### src/rtl/core/sdop_pkg.sv
// Shared types, codes and constants of the SDO response parser.
`default_nettype none

package sdop_pkg;

    localparam int unsigned CFG_W = 16;
    localparam int unsigned HEAD_DEPTH = 10;
    localparam int unsigned DELAY_DEPTH = 7;
    localparam int unsigned EXP_BASE = 6;
    localparam int unsigned TDATA_W = 80;

    localparam logic [15:0] SVC_SDO_RES = 16'h0003;
    localparam logic [7:0] CMD_UP_INIT = 8'h40;
    localparam logic [7:0] CMD_DN_INIT = 8'h60;
    localparam logic [7:0] CMD_DN_SEG = 8'h20;
    localparam logic [7:0] CMD_UP_SEG = 8'h00;
    localparam logic [7:0] CMD_ABORT = 8'h80;
    localparam logic [7:0] CMD_MASK = 8'hE0;
    localparam logic [2:0] UNUSED_MASK = 3'h7;

    typedef enum logic [1:0] {
        KIND_UP_INIT = 2'd0,
        KIND_UP_SEG  = 2'd1,
        KIND_DN_INIT = 2'd2,
        KIND_DN_SEG  = 2'd3
    } kind_t;

    typedef enum logic [1:0] {
        REG_KIND     = 2'd0,
        REG_INDEX    = 2'd1,
        REG_SUBINDEX = 2'd2,
        REG_TOGGLE   = 2'd3
    } reg_idx_t;

    typedef enum logic [2:0] {
        ST_OK         = 3'd0,
        ST_SHORT      = 3'd1,
        ST_BAD_SVC    = 3'd2,
        ST_ADDR       = 3'd3,
        ST_ABORT      = 3'd4,
        ST_BAD_CMD    = 3'd5,
        ST_BAD_UNUSED = 3'd6,
        ST_TOGGLE     = 3'd7
    } status_t;

    typedef struct packed {
        kind_t       kind;
        logic [15:0] index;
        logic [7:0]  subindex;
        logic        toggle;
    } cfg_t;

    typedef struct packed {
        logic        is_data;
        logic [7:0]  data_byte;
        status_t     status;
        logic [31:0] abort_code;
        logic [31:0] complete_size;
        logic        expedited;
        logic        size_indicated;
        logic        toggle_seen;
        logic        last_segment;
        logic        end_of_response;
    } res_t;

    typedef struct packed {
        logic accept;
        logic eval;
        logic flush_emit;
        logic status_emit;
    } ctrl_cmd_t;

    typedef struct packed {
        logic out_free;
        logic flush_empty;
    } dp_sts_t;

endpackage

`default_nettype wire

### src/rtl/core/sdop_cfg.sv
// Configuration registers of the SDO response parser.
`default_nettype none

module sdop_cfg (
    input  wire logic                         clk,
    input  wire logic                         rst_n,
    input  wire logic                         cfg_we,
    input  wire logic [1:0]                   cfg_index,
    input  wire logic [sdop_pkg::CFG_W-1:0]   cfg_wdata,
    output sdop_pkg::cfg_t                    cfg
);
    import sdop_pkg::*;

    cfg_t cfg_reg;
    cfg_t cfg_next;

    always_comb
    begin
        cfg_next = cfg_reg;
        if (cfg_we)
        begin
            unique case (reg_idx_t'(cfg_index))
                REG_KIND:     cfg_next.kind = kind_t'(cfg_wdata[1:0]);
                REG_INDEX:    cfg_next.index = cfg_wdata[15:0];
                REG_SUBINDEX: cfg_next.subindex = cfg_wdata[7:0];
                REG_TOGGLE:   cfg_next.toggle = cfg_wdata[0];
                default:      cfg_next = cfg_reg;
            endcase
        end
    end

    always_ff @(posedge clk or negedge rst_n)
    begin
        if (!rst_n)
        begin
            cfg_reg <= '0;
        end
        else
        begin
            cfg_reg <= cfg_next;
        end
    end

    assign cfg = cfg_reg;

endmodule

`default_nettype wire

### src/rtl/core/sdop_ctrl.sv
// Controller state machine of the SDO response parser.
`default_nettype none

module sdop_ctrl (
    input  wire logic          clk,
    input  wire logic          rst_n,
    input  wire logic          s_tvalid,
    input  wire logic          s_tlast,
    output logic               s_tready,
    input  wire sdop_pkg::dp_sts_t sts,
    output sdop_pkg::ctrl_cmd_t cmd
);
    import sdop_pkg::*;

    typedef enum logic [3:0] {
        S_ACCEPT = 4'b0001,
        S_EVAL   = 4'b0010,
        S_FLUSH  = 4'b0100,
        S_STATUS = 4'b1000
    } state_t;

    state_t state_reg;
    state_t state_next;

    always_comb
    begin
        state_next = state_reg;
        cmd = '0;
        s_tready = 1'b0;
        unique case (state_reg)
            S_ACCEPT:
            begin
                s_tready = sts.out_free;
                cmd.accept = s_tvalid && sts.out_free;
                if (cmd.accept && s_tlast)
                begin
                    state_next = S_EVAL;
                end
            end
            S_EVAL:
            begin
                cmd.eval = 1'b1;
                state_next = S_FLUSH;
            end
            S_FLUSH:
            begin
                if (sts.flush_empty)
                begin
                    state_next = S_STATUS;
                end
                else
                begin
                    cmd.flush_emit = sts.out_free;
                end
            end
            S_STATUS:
            begin
                if (sts.out_free)
                begin
                    cmd.status_emit = 1'b1;
                    state_next = S_ACCEPT;
                end
            end
            default:
            begin
                state_next = S_ACCEPT;
            end
        endcase
    end

    always_ff @(posedge clk or negedge rst_n)
    begin
        if (!rst_n)
        begin
            state_reg <= S_ACCEPT;
        end
        else
        begin
            state_reg <= state_next;
        end
    end

endmodule

`default_nettype wire

### src/rtl/core/sdop_datapath.sv
// Datapath of the SDO response parser: header store, delay line, checks, result register.
`default_nettype none

module sdop_datapath (
    input  wire logic           clk,
    input  wire logic           rst_n,
    input  wire sdop_pkg::cfg_t      cfg,
    input  wire sdop_pkg::ctrl_cmd_t cmd,
    input  wire logic [7:0]     payload_byte,
    input  wire logic           final_byte,
    input  wire logic           m_tready,
    output sdop_pkg::dp_sts_t   sts,
    output sdop_pkg::res_t      out,
    output logic                out_valid
);
    import sdop_pkg::*;

    logic [3:0]  pos_reg;
    logic [3:0]  pos_next;
    logic [7:0]  head_reg [HEAD_DEPTH];
    logic [7:0]  line_reg [DELAY_DEPTH];
    logic [7:0]  line_next [DELAY_DEPTH];
    logic [2:0]  fill_reg;
    logic [2:0]  fill_next;
    res_t        out_reg;
    res_t        out_next;
    logic        out_valid_reg;
    logic        out_valid_next;
    res_t        stat_reg;
    logic [2:0]  flush_left_reg;
    logic        flush_head_reg;
    logic [1:0]  flush_idx_reg;

    logic [7:0]  cmd_byte;
    logic        svc_raw;
    logic        stream;
    logic        shift_in;
    logic [2:0]  wr_idx;
    logic [7:0]  flush_byte;
    logic [3:0]  exp_addr;

    logic        svc_ok;
    logic        addr_ok;
    logic [31:0] head32_6;
    logic [31:0] abort_seg;
    logic [2:0]  used;
    logic [2:0]  unused;
    logic [7:0]  want;
    res_t        ev;
    logic [2:0]  ev_count;
    logic        ev_head;

    assign cmd_byte = head_reg[2];
    assign svc_raw = ({head_reg[1], head_reg[0]} == SVC_SDO_RES);

    // Upload segment data goes into the delay line once service and command have passed.
    assign stream = cmd.accept && (cfg.kind == KIND_UP_SEG) && (pos_reg >= 4'd3) && svc_raw
                    && ((cmd_byte & CMD_MASK) == CMD_UP_SEG);
    assign shift_in = (!final_byte && (fill_reg >= 3'(DELAY_DEPTH - 1)))
                      || (fill_reg >= 3'(DELAY_DEPTH));
    assign wr_idx = shift_in ? (final_byte ? 3'(DELAY_DEPTH - 1) : 3'(DELAY_DEPTH - 2))
                             : fill_reg;

    assign exp_addr = 4'(EXP_BASE) + {2'b00, flush_idx_reg};
    assign flush_byte = flush_head_reg ? head_reg[exp_addr] : line_reg[0];

    always_comb
    begin
        line_next = line_reg;
        if (stream)
        begin
            if (shift_in)
            begin
                for (int i = 0; i < DELAY_DEPTH - 1; i++)
                begin
                    line_next[i] = line_reg[i + 1];
                end
            end
            line_next[wr_idx] = payload_byte;
        end
        else if (cmd.flush_emit && !flush_head_reg)
        begin
            for (int i = 0; i < DELAY_DEPTH - 1; i++)
            begin
                line_next[i] = line_reg[i + 1];
            end
        end
    end

    always_comb
    begin
        pos_next = pos_reg;
        if (cmd.status_emit)
        begin
            pos_next = 4'd0;
        end
        else if (cmd.accept && (pos_reg < 4'(HEAD_DEPTH)))
        begin
            pos_next = pos_reg + 4'd1;
        end
    end

    always_comb
    begin
        fill_next = fill_reg;
        if (cmd.status_emit)
        begin
            fill_next = 3'd0;
        end
        else if (stream)
        begin
            fill_next = wr_idx + 3'd1;
        end
    end

    // Response checks, evaluated once the final byte is stored.
    assign svc_ok = (pos_reg >= 4'd3) && svc_raw;
    assign addr_ok = (pos_reg >= 4'd6) && ({head_reg[4], head_reg[3]} == cfg.index)
                     && (head_reg[5] == cfg.subindex);
    assign head32_6 = {head_reg[9], head_reg[8], head_reg[7], head_reg[6]};
    assign abort_seg = (pos_reg >= 4'd7)
                       ? {head_reg[6], head_reg[5], head_reg[4], head_reg[3]} : 32'd0;
    assign used = 3'd4 - {1'b0, cmd_byte[3:2]};
    assign unused = cmd_byte[3:1] & UNUSED_MASK;
    assign want = (cfg.kind == KIND_UP_SEG) ? CMD_UP_SEG : CMD_DN_SEG;

    always_comb
    begin
        ev = '0;
        ev.end_of_response = 1'b1;
        ev.status = ST_OK;
        ev_count = 3'd0;
        ev_head = 1'b0;
        unique case (cfg.kind) inside
            KIND_UP_INIT:
            begin
                if (pos_reg < 4'(HEAD_DEPTH))
                    ev.status = ST_SHORT;
                else if (!svc_ok)
                    ev.status = ST_BAD_SVC;
                else if (!addr_ok)
                    ev.status = ST_ADDR;
                else if (cmd_byte == CMD_ABORT)
                begin
                    ev.status = ST_ABORT;
                    ev.abort_code = head32_6;
                end
                else if ((cmd_byte & CMD_MASK) != CMD_UP_INIT)
                    ev.status = ST_BAD_CMD;
                else
                begin
                    ev.expedited = cmd_byte[1];
                    ev.size_indicated = cmd_byte[0];
                    if (cmd_byte[1])
                    begin
                        ev_count = used;
                        ev_head = 1'b1;
                        ev.complete_size = 32'(used);
                    end
                    else if (cmd_byte[0])
                    begin
                        ev.complete_size = head32_6;
                    end
                end
            end
            KIND_DN_INIT:
            begin
                if (pos_reg < 4'd6)
                    ev.status = ST_SHORT;
                else if (!svc_ok)
                    ev.status = ST_BAD_SVC;
                else if (cmd_byte == CMD_ABORT)
                begin
                    ev.status = ST_ABORT;
                    ev.abort_code = abort_seg;
                end
                else if (cmd_byte != CMD_DN_INIT)
                    ev.status = ST_BAD_CMD;
                else if (!addr_ok)
                    ev.status = ST_ADDR;
            end
            KIND_UP_SEG, KIND_DN_SEG:
            begin
                if (pos_reg < 4'd3)
                    ev.status = ST_SHORT;
                else if (!svc_ok)
                    ev.status = ST_BAD_SVC;
                else if (cmd_byte == CMD_ABORT)
                begin
                    ev.status = ST_ABORT;
                    ev.abort_code = abort_seg;
                end
                else if ((cmd_byte & CMD_MASK) != want)
                    ev.status = ST_BAD_CMD;
                else
                begin
                    ev.toggle_seen = cmd_byte[4];
                    if (cfg.kind == KIND_UP_SEG)
                    begin
                        ev.last_segment = cmd_byte[0];
                        if (unused > fill_reg)
                            ev.status = ST_BAD_UNUSED;
                        else
                            ev_count = fill_reg - unused;
                    end
                    else if (cmd_byte[4] != cfg.toggle)
                    begin
                        ev.status = ST_TOGGLE;
                    end
                end
            end
            default:
            begin
                ev.status = ST_OK;
            end
        endcase
    end

    always_comb
    begin
        out_next = out_reg;
        out_valid_next = out_valid_reg && !m_tready;
        if (stream && shift_in)
        begin
            out_next = '0;
            out_next.is_data = 1'b1;
            out_next.data_byte = line_reg[0];
            out_valid_next = 1'b1;
        end
        else if (cmd.flush_emit)
        begin
            out_next = '0;
            out_next.is_data = 1'b1;
            out_next.data_byte = flush_byte;
            out_valid_next = 1'b1;
        end
        else if (cmd.status_emit)
        begin
            out_next = stat_reg;
            out_valid_next = 1'b1;
        end
    end

    always_ff @(posedge clk)
    begin
        if (cmd.accept && (pos_reg < 4'(HEAD_DEPTH)))
        begin
            head_reg[pos_reg] <= payload_byte;
        end
        line_reg <= line_next;
        out_reg <= out_next;
        if (cmd.eval)
        begin
            stat_reg <= ev;
        end
    end

    always_ff @(posedge clk or negedge rst_n)
    begin
        if (!rst_n)
        begin
            pos_reg <= 4'd0;
            fill_reg <= 3'd0;
            out_valid_reg <= 1'b0;
            flush_left_reg <= 3'd0;
            flush_head_reg <= 1'b0;
            flush_idx_reg <= 2'd0;
        end
        else
        begin
            pos_reg <= pos_next;
            fill_reg <= fill_next;
            out_valid_reg <= out_valid_next;
            if (cmd.eval)
            begin
                flush_left_reg <= ev_count;
                flush_head_reg <= ev_head;
                flush_idx_reg <= 2'd0;
            end
            else if (cmd.flush_emit)
            begin
                flush_left_reg <= flush_left_reg - 3'd1;
                flush_idx_reg <= flush_idx_reg + 2'd1;
            end
        end
    end

    assign sts.out_free = !out_valid_reg || m_tready;
    assign sts.flush_empty = (flush_left_reg == 3'd0);
    assign out = out_reg;
    assign out_valid = out_valid_reg;

endmodule

`default_nettype wire

### src/rtl/core/sdo_response_parser.sv
// SDO response parser top level. Payload bytes are taken one per cycle while the result
// register is empty or draining; a segment byte that pushes data out of the seven-byte delay
// line uses the same cycle. After the beat marked last, the controller evaluates the checks,
// emits the trailing data results (up to seven), leaves the flush state and emits the status
// result before the next payload beat is taken; each result also waits for m_tready. Each
// response closes with one status beat carrying tlast; data beats carry tuser high.
`default_nettype none

module sdo_response_parser (
    input  wire logic        clk,
    input  wire logic        rst_n,
    input  wire logic        cfg_we,
    input  wire logic [1:0]  cfg_index,
    input  wire logic [15:0] cfg_wdata,
    input  wire logic        s_tvalid,
    output logic             s_tready,
    input  wire logic [7:0]  s_tdata,   // [7:0] payload_byte
    input  wire logic        s_tlast,   // final_byte
    output logic             m_tvalid,
    input  wire logic        m_tready,
    // [7:0] data_byte, [10:8] status, [42:11] abort_code, [74:43] complete_size,
    // [75] expedited, [76] size_indicated, [77] toggle_seen, [78] last_segment, [79] zero
    output logic [79:0]      m_tdata,
    output logic             m_tuser,   // is_data
    output logic             m_tlast    // end_of_response
);
    import sdop_pkg::*;

    cfg_t      cfg;
    ctrl_cmd_t cmd;
    dp_sts_t   sts;
    res_t      res;
    logic      res_valid;

    sdop_cfg u_cfg (
        .clk       (clk),
        .rst_n     (rst_n),
        .cfg_we    (cfg_we),
        .cfg_index (cfg_index),
        .cfg_wdata (cfg_wdata),
        .cfg       (cfg)
    );

    sdop_ctrl u_ctrl (
        .clk      (clk),
        .rst_n    (rst_n),
        .s_tvalid (s_tvalid),
        .s_tlast  (s_tlast),
        .s_tready (s_tready),
        .sts      (sts),
        .cmd      (cmd)
    );

    sdop_datapath u_dp (
        .clk          (clk),
        .rst_n        (rst_n),
        .cfg          (cfg),
        .cmd          (cmd),
        .payload_byte (s_tdata),
        .final_byte   (s_tlast),
        .m_tready     (m_tready),
        .sts          (sts),
        .out          (res),
        .out_valid    (res_valid)
    );

    assign m_tvalid = res_valid;
    assign m_tuser = res.is_data;
    assign m_tlast = res.end_of_response;
    assign m_tdata = {1'b0, res.last_segment, res.toggle_seen, res.size_indicated,
                      res.expedited, res.complete_size, res.abort_code, res.status,
                      res.data_byte};

    a_status_shown: assert property (@(posedge clk) disable iff (!rst_n)
        cmd.status_emit |=> (m_tvalid && m_tlast))
        else $error("status beat not presented after status load");

    a_kind_exclusive: assert property (@(posedge clk) disable iff (!rst_n)
        m_tvalid |-> (m_tuser != m_tlast))
        else $error("result beat is neither exactly data nor exactly status");

    a_data_clean: assert property (@(posedge clk) disable iff (!rst_n)
        (m_tvalid && m_tuser) |-> (m_tdata[79:8] == '0))
        else $error("data beat carries non-zero status fields");

    a_no_overrun: assert property (@(posedge clk) disable iff (!rst_n)
        s_tready |-> (!m_tvalid || m_tready))
        else $error("input taken while result register is blocked");

endmodule

`default_nettype wire

### config.mk
export PLATFORM = sky130hd
export DESIGN_NAME = sdo_response_parser
export DESIGN_NICKNAME = d
export VERILOG_FILES = /design/src/rtl/core/sdop_pkg.sv /design/src/rtl/core/sdop_cfg.sv /design/src/rtl/core/sdop_ctrl.sv /design/src/rtl/core/sdop_datapath.sv /design/src/rtl/core/sdo_response_parser.sv
export SDC_FILE = /design/constraint.sdc
export NUM_CORES = 1
export LEC_CHECK = 0
export BUFFER_PORTS_ARGS = -buffer_cell sky130_fd_sc_hd__buf_2
export CAP_MARGIN = 20
export CORE_MARGIN = 2
export CORE_UTILIZATION = 59
export DETAILED_ROUTE_END_ITERATION = 8
export MAX_ROUTING_LAYER = met4
export PLACE_DENSITY = 0.75
export SLEW_MARGIN = 40
export SYNTH_ARGS = -nofsm -noshare
export SYNTH_HDL_FRONTEND = slang
export SYNTH_SLANG_ARGS = --single-unit
export TNS_END_PERCENT = 20
### constraint.sdc
create_clock -name clk -period 4.3 [get_ports clk]
set_input_delay 0.86 -clock clk [delete_from_list [all_inputs] [get_ports clk]]
set_output_delay 0.86 -clock clk [all_outputs]
set_load 0.01 [all_outputs]
==> impl_metrics.csv <==
group,metric,value,unit
layout,largest_reg_flops,81,
placement,dpl.hpwl,20100,µm
power_and_ir_drop,switchingPower,0.00167,W
global_routing,grt_start_max_net_pins,67,
run,cap_violations,0,
critical_path,cp_num_buf_inv,0,
sta,drv_slew,0,
power_and_ir_drop,p_leak,5.67,nW
clock_tree,cts-resized-gates,0,
clock_tree,numCtsBuffers,31,
sta,finalSetupViolations,0,
routing,viasPerCell,5.87,
power_and_ir_drop,seq_power_share,0.533,
global_routing,grt_pass1_wl,46800,µm
sta,min_period,2930,ps
critical_path,rr_endpoint,"u_dp.out[79]",
floorplan,pin_count,116,
clock_tree,cts_tree,"built",
floorplan,dieWidth,156,µm
routing,vias,8785,
routing,first_pass_iters,5,
critical_path,path_cells,"or2_2, or4_4, or4_1, o21bai_4, nand2b_1",
power_and_ir_drop,clock_power_share,0.383,
routing,route.detailed.drc,0,
critical_path,ff2ff_setup_slack,1370,ps
power_and_ir_drop,vdd_drop_max,365,µV
clock_tree,cts.path.max_buffers,3,
layout,area_growth,13.9,%
critical_path,worst_setup_path_end_kind,"register",
global_routing,grt_overflow,0,
power_and_ir_drop,netSwitchingFraction,0.239,
critical_path,cp-start-kind,"register",
logic_synthesis,syn_area,13600,µm²
floorplan,start_util,0.600,
critical_path,r2r-start,"u_dp.head_reg[2][6]",
sta,fmax,341,MHz
logic_synthesis,yosysUniqueCellTypes,59,
critical_path,cp_top_family,"simple AND/OR/NAND/NOR gates",
hold_path,hp-class,"input port to asynchronous set/reset pin",
placement,place_congestion,0.927,
clock_tree,clk_pin_slew,70,ps
layout,drive_gt1_frac,0.196,
sta,finalClockSkew,23.0,ps
clock_tree,root_buffer,"clkbuf_16",
critical_path,critPathRequiredTime,4520,ps
critical_path,critPathSlowestCell,"or4_1",
floorplan,row_count,55,
logic_synthesis,synthFlopType,"edfxtp_1",
floorplan,die_area,24200,µm²
power_and_ir_drop,combPwrFrac,0.085,
sta,relSlewSlack,0.471,
logic_synthesis,syn_area_per_cell,12.5,µm²
power_and_ir_drop,powerDensity,451,nW/µm²
layout,fin_nets,1230,
logic_synthesis,ys_seq_area_frac,0.666,
critical_path,criticalPathCategory,"register to register",
logic_synthesis,syn-num-nets,1126,
power_and_ir_drop,intPower,0.00531,W
routing,drt_wl_total,29900,µm
logic_synthesis,synthArstFlopShare,0.135,
critical_path,cp_max_fo,15,
logic_synthesis,synth-seq-cells,333,
logic_synthesis,synth_edf_count,215,
clock_tree,holdBufCountCts,0,
sta,finalHoldViolCount,0,
clock_tree,clkLatencyLatePin,580,ps
sta,tns,0,ps
layout,n_antenna_cell,0,
routing,initialDrtViolationCount,945,
critical_path,critPathMaxStageDelay,780,ps
clock_tree,post_cts_buffers,0,
critical_path,reg2reg_depth,5,
logic_synthesis,syn_inst,1082,
global_routing,grt_antenna_before_repair,0,
placement,port_buffers,114,
logic_synthesis,yosysWarnings,0,
routing,wl_per_cell,20.0,µm
sta,rsz0062_at_grt,"no",
floorplan,die_h,156,µm
sta,fin_crit_sh,0.681,
clock_tree,numClockSinks,333,
critical_path,cp.arrival,3150,ps
outcome,status,"finished, final reports clean",
placement,place_area,14500,µm²
layout,design_area,15500,µm²
global_routing,track_usage,0.258,
global_routing,grt_pass1_vias,8567,
routing,final_antenna_net_count,0,
clock_tree,ctsHtreeMaxLevel,1,
floorplan,design.core.area,22600,µm²
sta,tightest_slew,790,ps
==> metrics by stage <==
stage	setup slack, ps	total power (W)	std cells	hold WS (ps)	util
floorplan	956	0.00415	1082	463	-
CTS	1120	0.00701	1496	307	0.683
detailed placement	1170	0.00436	1438	437	0.638
finish	1370	0.00698	1496	300	0.683
global route	1230	0.00723	1496	332	0.683
global placement	1230	0.00433	1437	439	0.637
==> power groups by stage <==
stage | clock network, W | logic, W | registers [W]
floorplan | 0 | 0.000458 | 0.00369
global placement | 0 | 0.000550 | 0.00378
detailed placement | 0 | 0.000571 | 0.00378
CTS | 0.00271 | 0.000588 | 0.00372
global route | 0.00283 | 0.000655 | 0.00374
finish | 0.00267 | 0.000590 | 0.00372
==> how the worst max path moves through the flow <==
stage,startpoint,end,depth (start not counted)
2_1_floorplan,u_ctrl.state_reg[1],u_dp.flush_left_reg[2],7
3_5_place_dp,m_tready,u_dp.out[76],6
6_report,u_dp.head_reg[2][6],u_dp.out[79],5
5_1_grt,u_dp.head_reg[2][6],u_dp.out[55],6
4_1_cts,u_dp.flush_left_reg[0],u_dp.line_reg[52],8
3_3_place_gp,m_tready,u_dp.out[75],6
==> kinds of logic (layout without fill, tap and decap cells) <==
logic type      after synthesis  after routing  synth area share
xor+xnor                     32             32            0.0206
buf+inv                     121            250            0.0351
mux                          36             36            0.0363
simple gates                320            320             0.116
flops                       333            333             0.666
other cells                   1              1          0.000276
compound gates              227            227             0.114
fa+ha+maj                    12             12            0.0116
==> per-layer routing <==
layer	routed length [µm]	share of wire	up-vias	GRT usage
li1	-	-	4157	-
met2	14600	0.49	326	0.420
met3	2130	0.071	72	0.0372
met1	12300	0.41	4230	0.345
met4	916	0.031	0	0.0708
met5	0	0	-	-
==> cells in the mapped netlist (2+ instances only) <==
library cell	number	area, µm²
o21bai_1	3	22.5
o21a_1	2	15.0
clkbuf_1	44	165
a21oi_1	88	440
nor4b_1	5	43.8
o22ai_1	2	12.5
o211ai_1	3	22.5
mux2_2	26	293
nor4_1	6	37.5
o21ai_0	26	130
or2_2	3	18.8
or4_4	2	22.5
edfxtp_1	215	6460
mux2i_1	2	20.0
xnor2_1	29	254
nor2b_1	6	37.5
o31ai_1	2	15.0
buf_1	6	22.5
dfrtp_1	44	1100
dfxtp_1	73	1460
nand3_1	19	95.1
a31oi_1	4	25.0
nand2_1	162	608
a21o_1	2	15.0
nand2b_1	6	37.5
inv_1	59	221
ha_1	11	138
and2_1	2	12.5
nor3b_1	2	15.0
a22oi_1	6	45.0
buf_2	9	45.0
and3_1	13	81.3
nor2_1	23	86.3
and4_1	2	17.5
nor4_4	5	106
xor2_1	3	26.3
or3_1	3	18.8
o32ai_1	2	17.5
a22o_1	80	701
nand3b_1	4	30.0
mux4_2	8	180
nand4_1	9	56.3
or4b_2	2	20.0
nor3_1	44	220
==> layout make-up <==
class,count,area (µm²)
clock buffer,38,822
clock inverter,20,183
fill,1635,7170
inverter,60,225
multi-input combinational,628,4090
sequential,333,9040
tap,285,357
timing repair buffer,132,744
==> cell usage in the layout, fill, tap and decap left out, drive strengths merged, types with 4 or more instances in the layout <==
cell,count
a21oi,88
a22o,80
a22oi,6
a31oi,4
and3,13
buf,132
clkbuf,38
clkinv,10
clkinvlp,6
dfrtp,44
dfxtp,73
edfxtp,215
ha,11
inv,62
mux2,26
mux4,8
nand2,162
nand2b,6
nand3,19
nand3b,4
nand4,9
nor2,23
nor2b,6
nor3,44
nor4,11
nor4b,5
o21ai,26
xnor2,29
No activity file was read; power rests on OpenSTA's default activity.
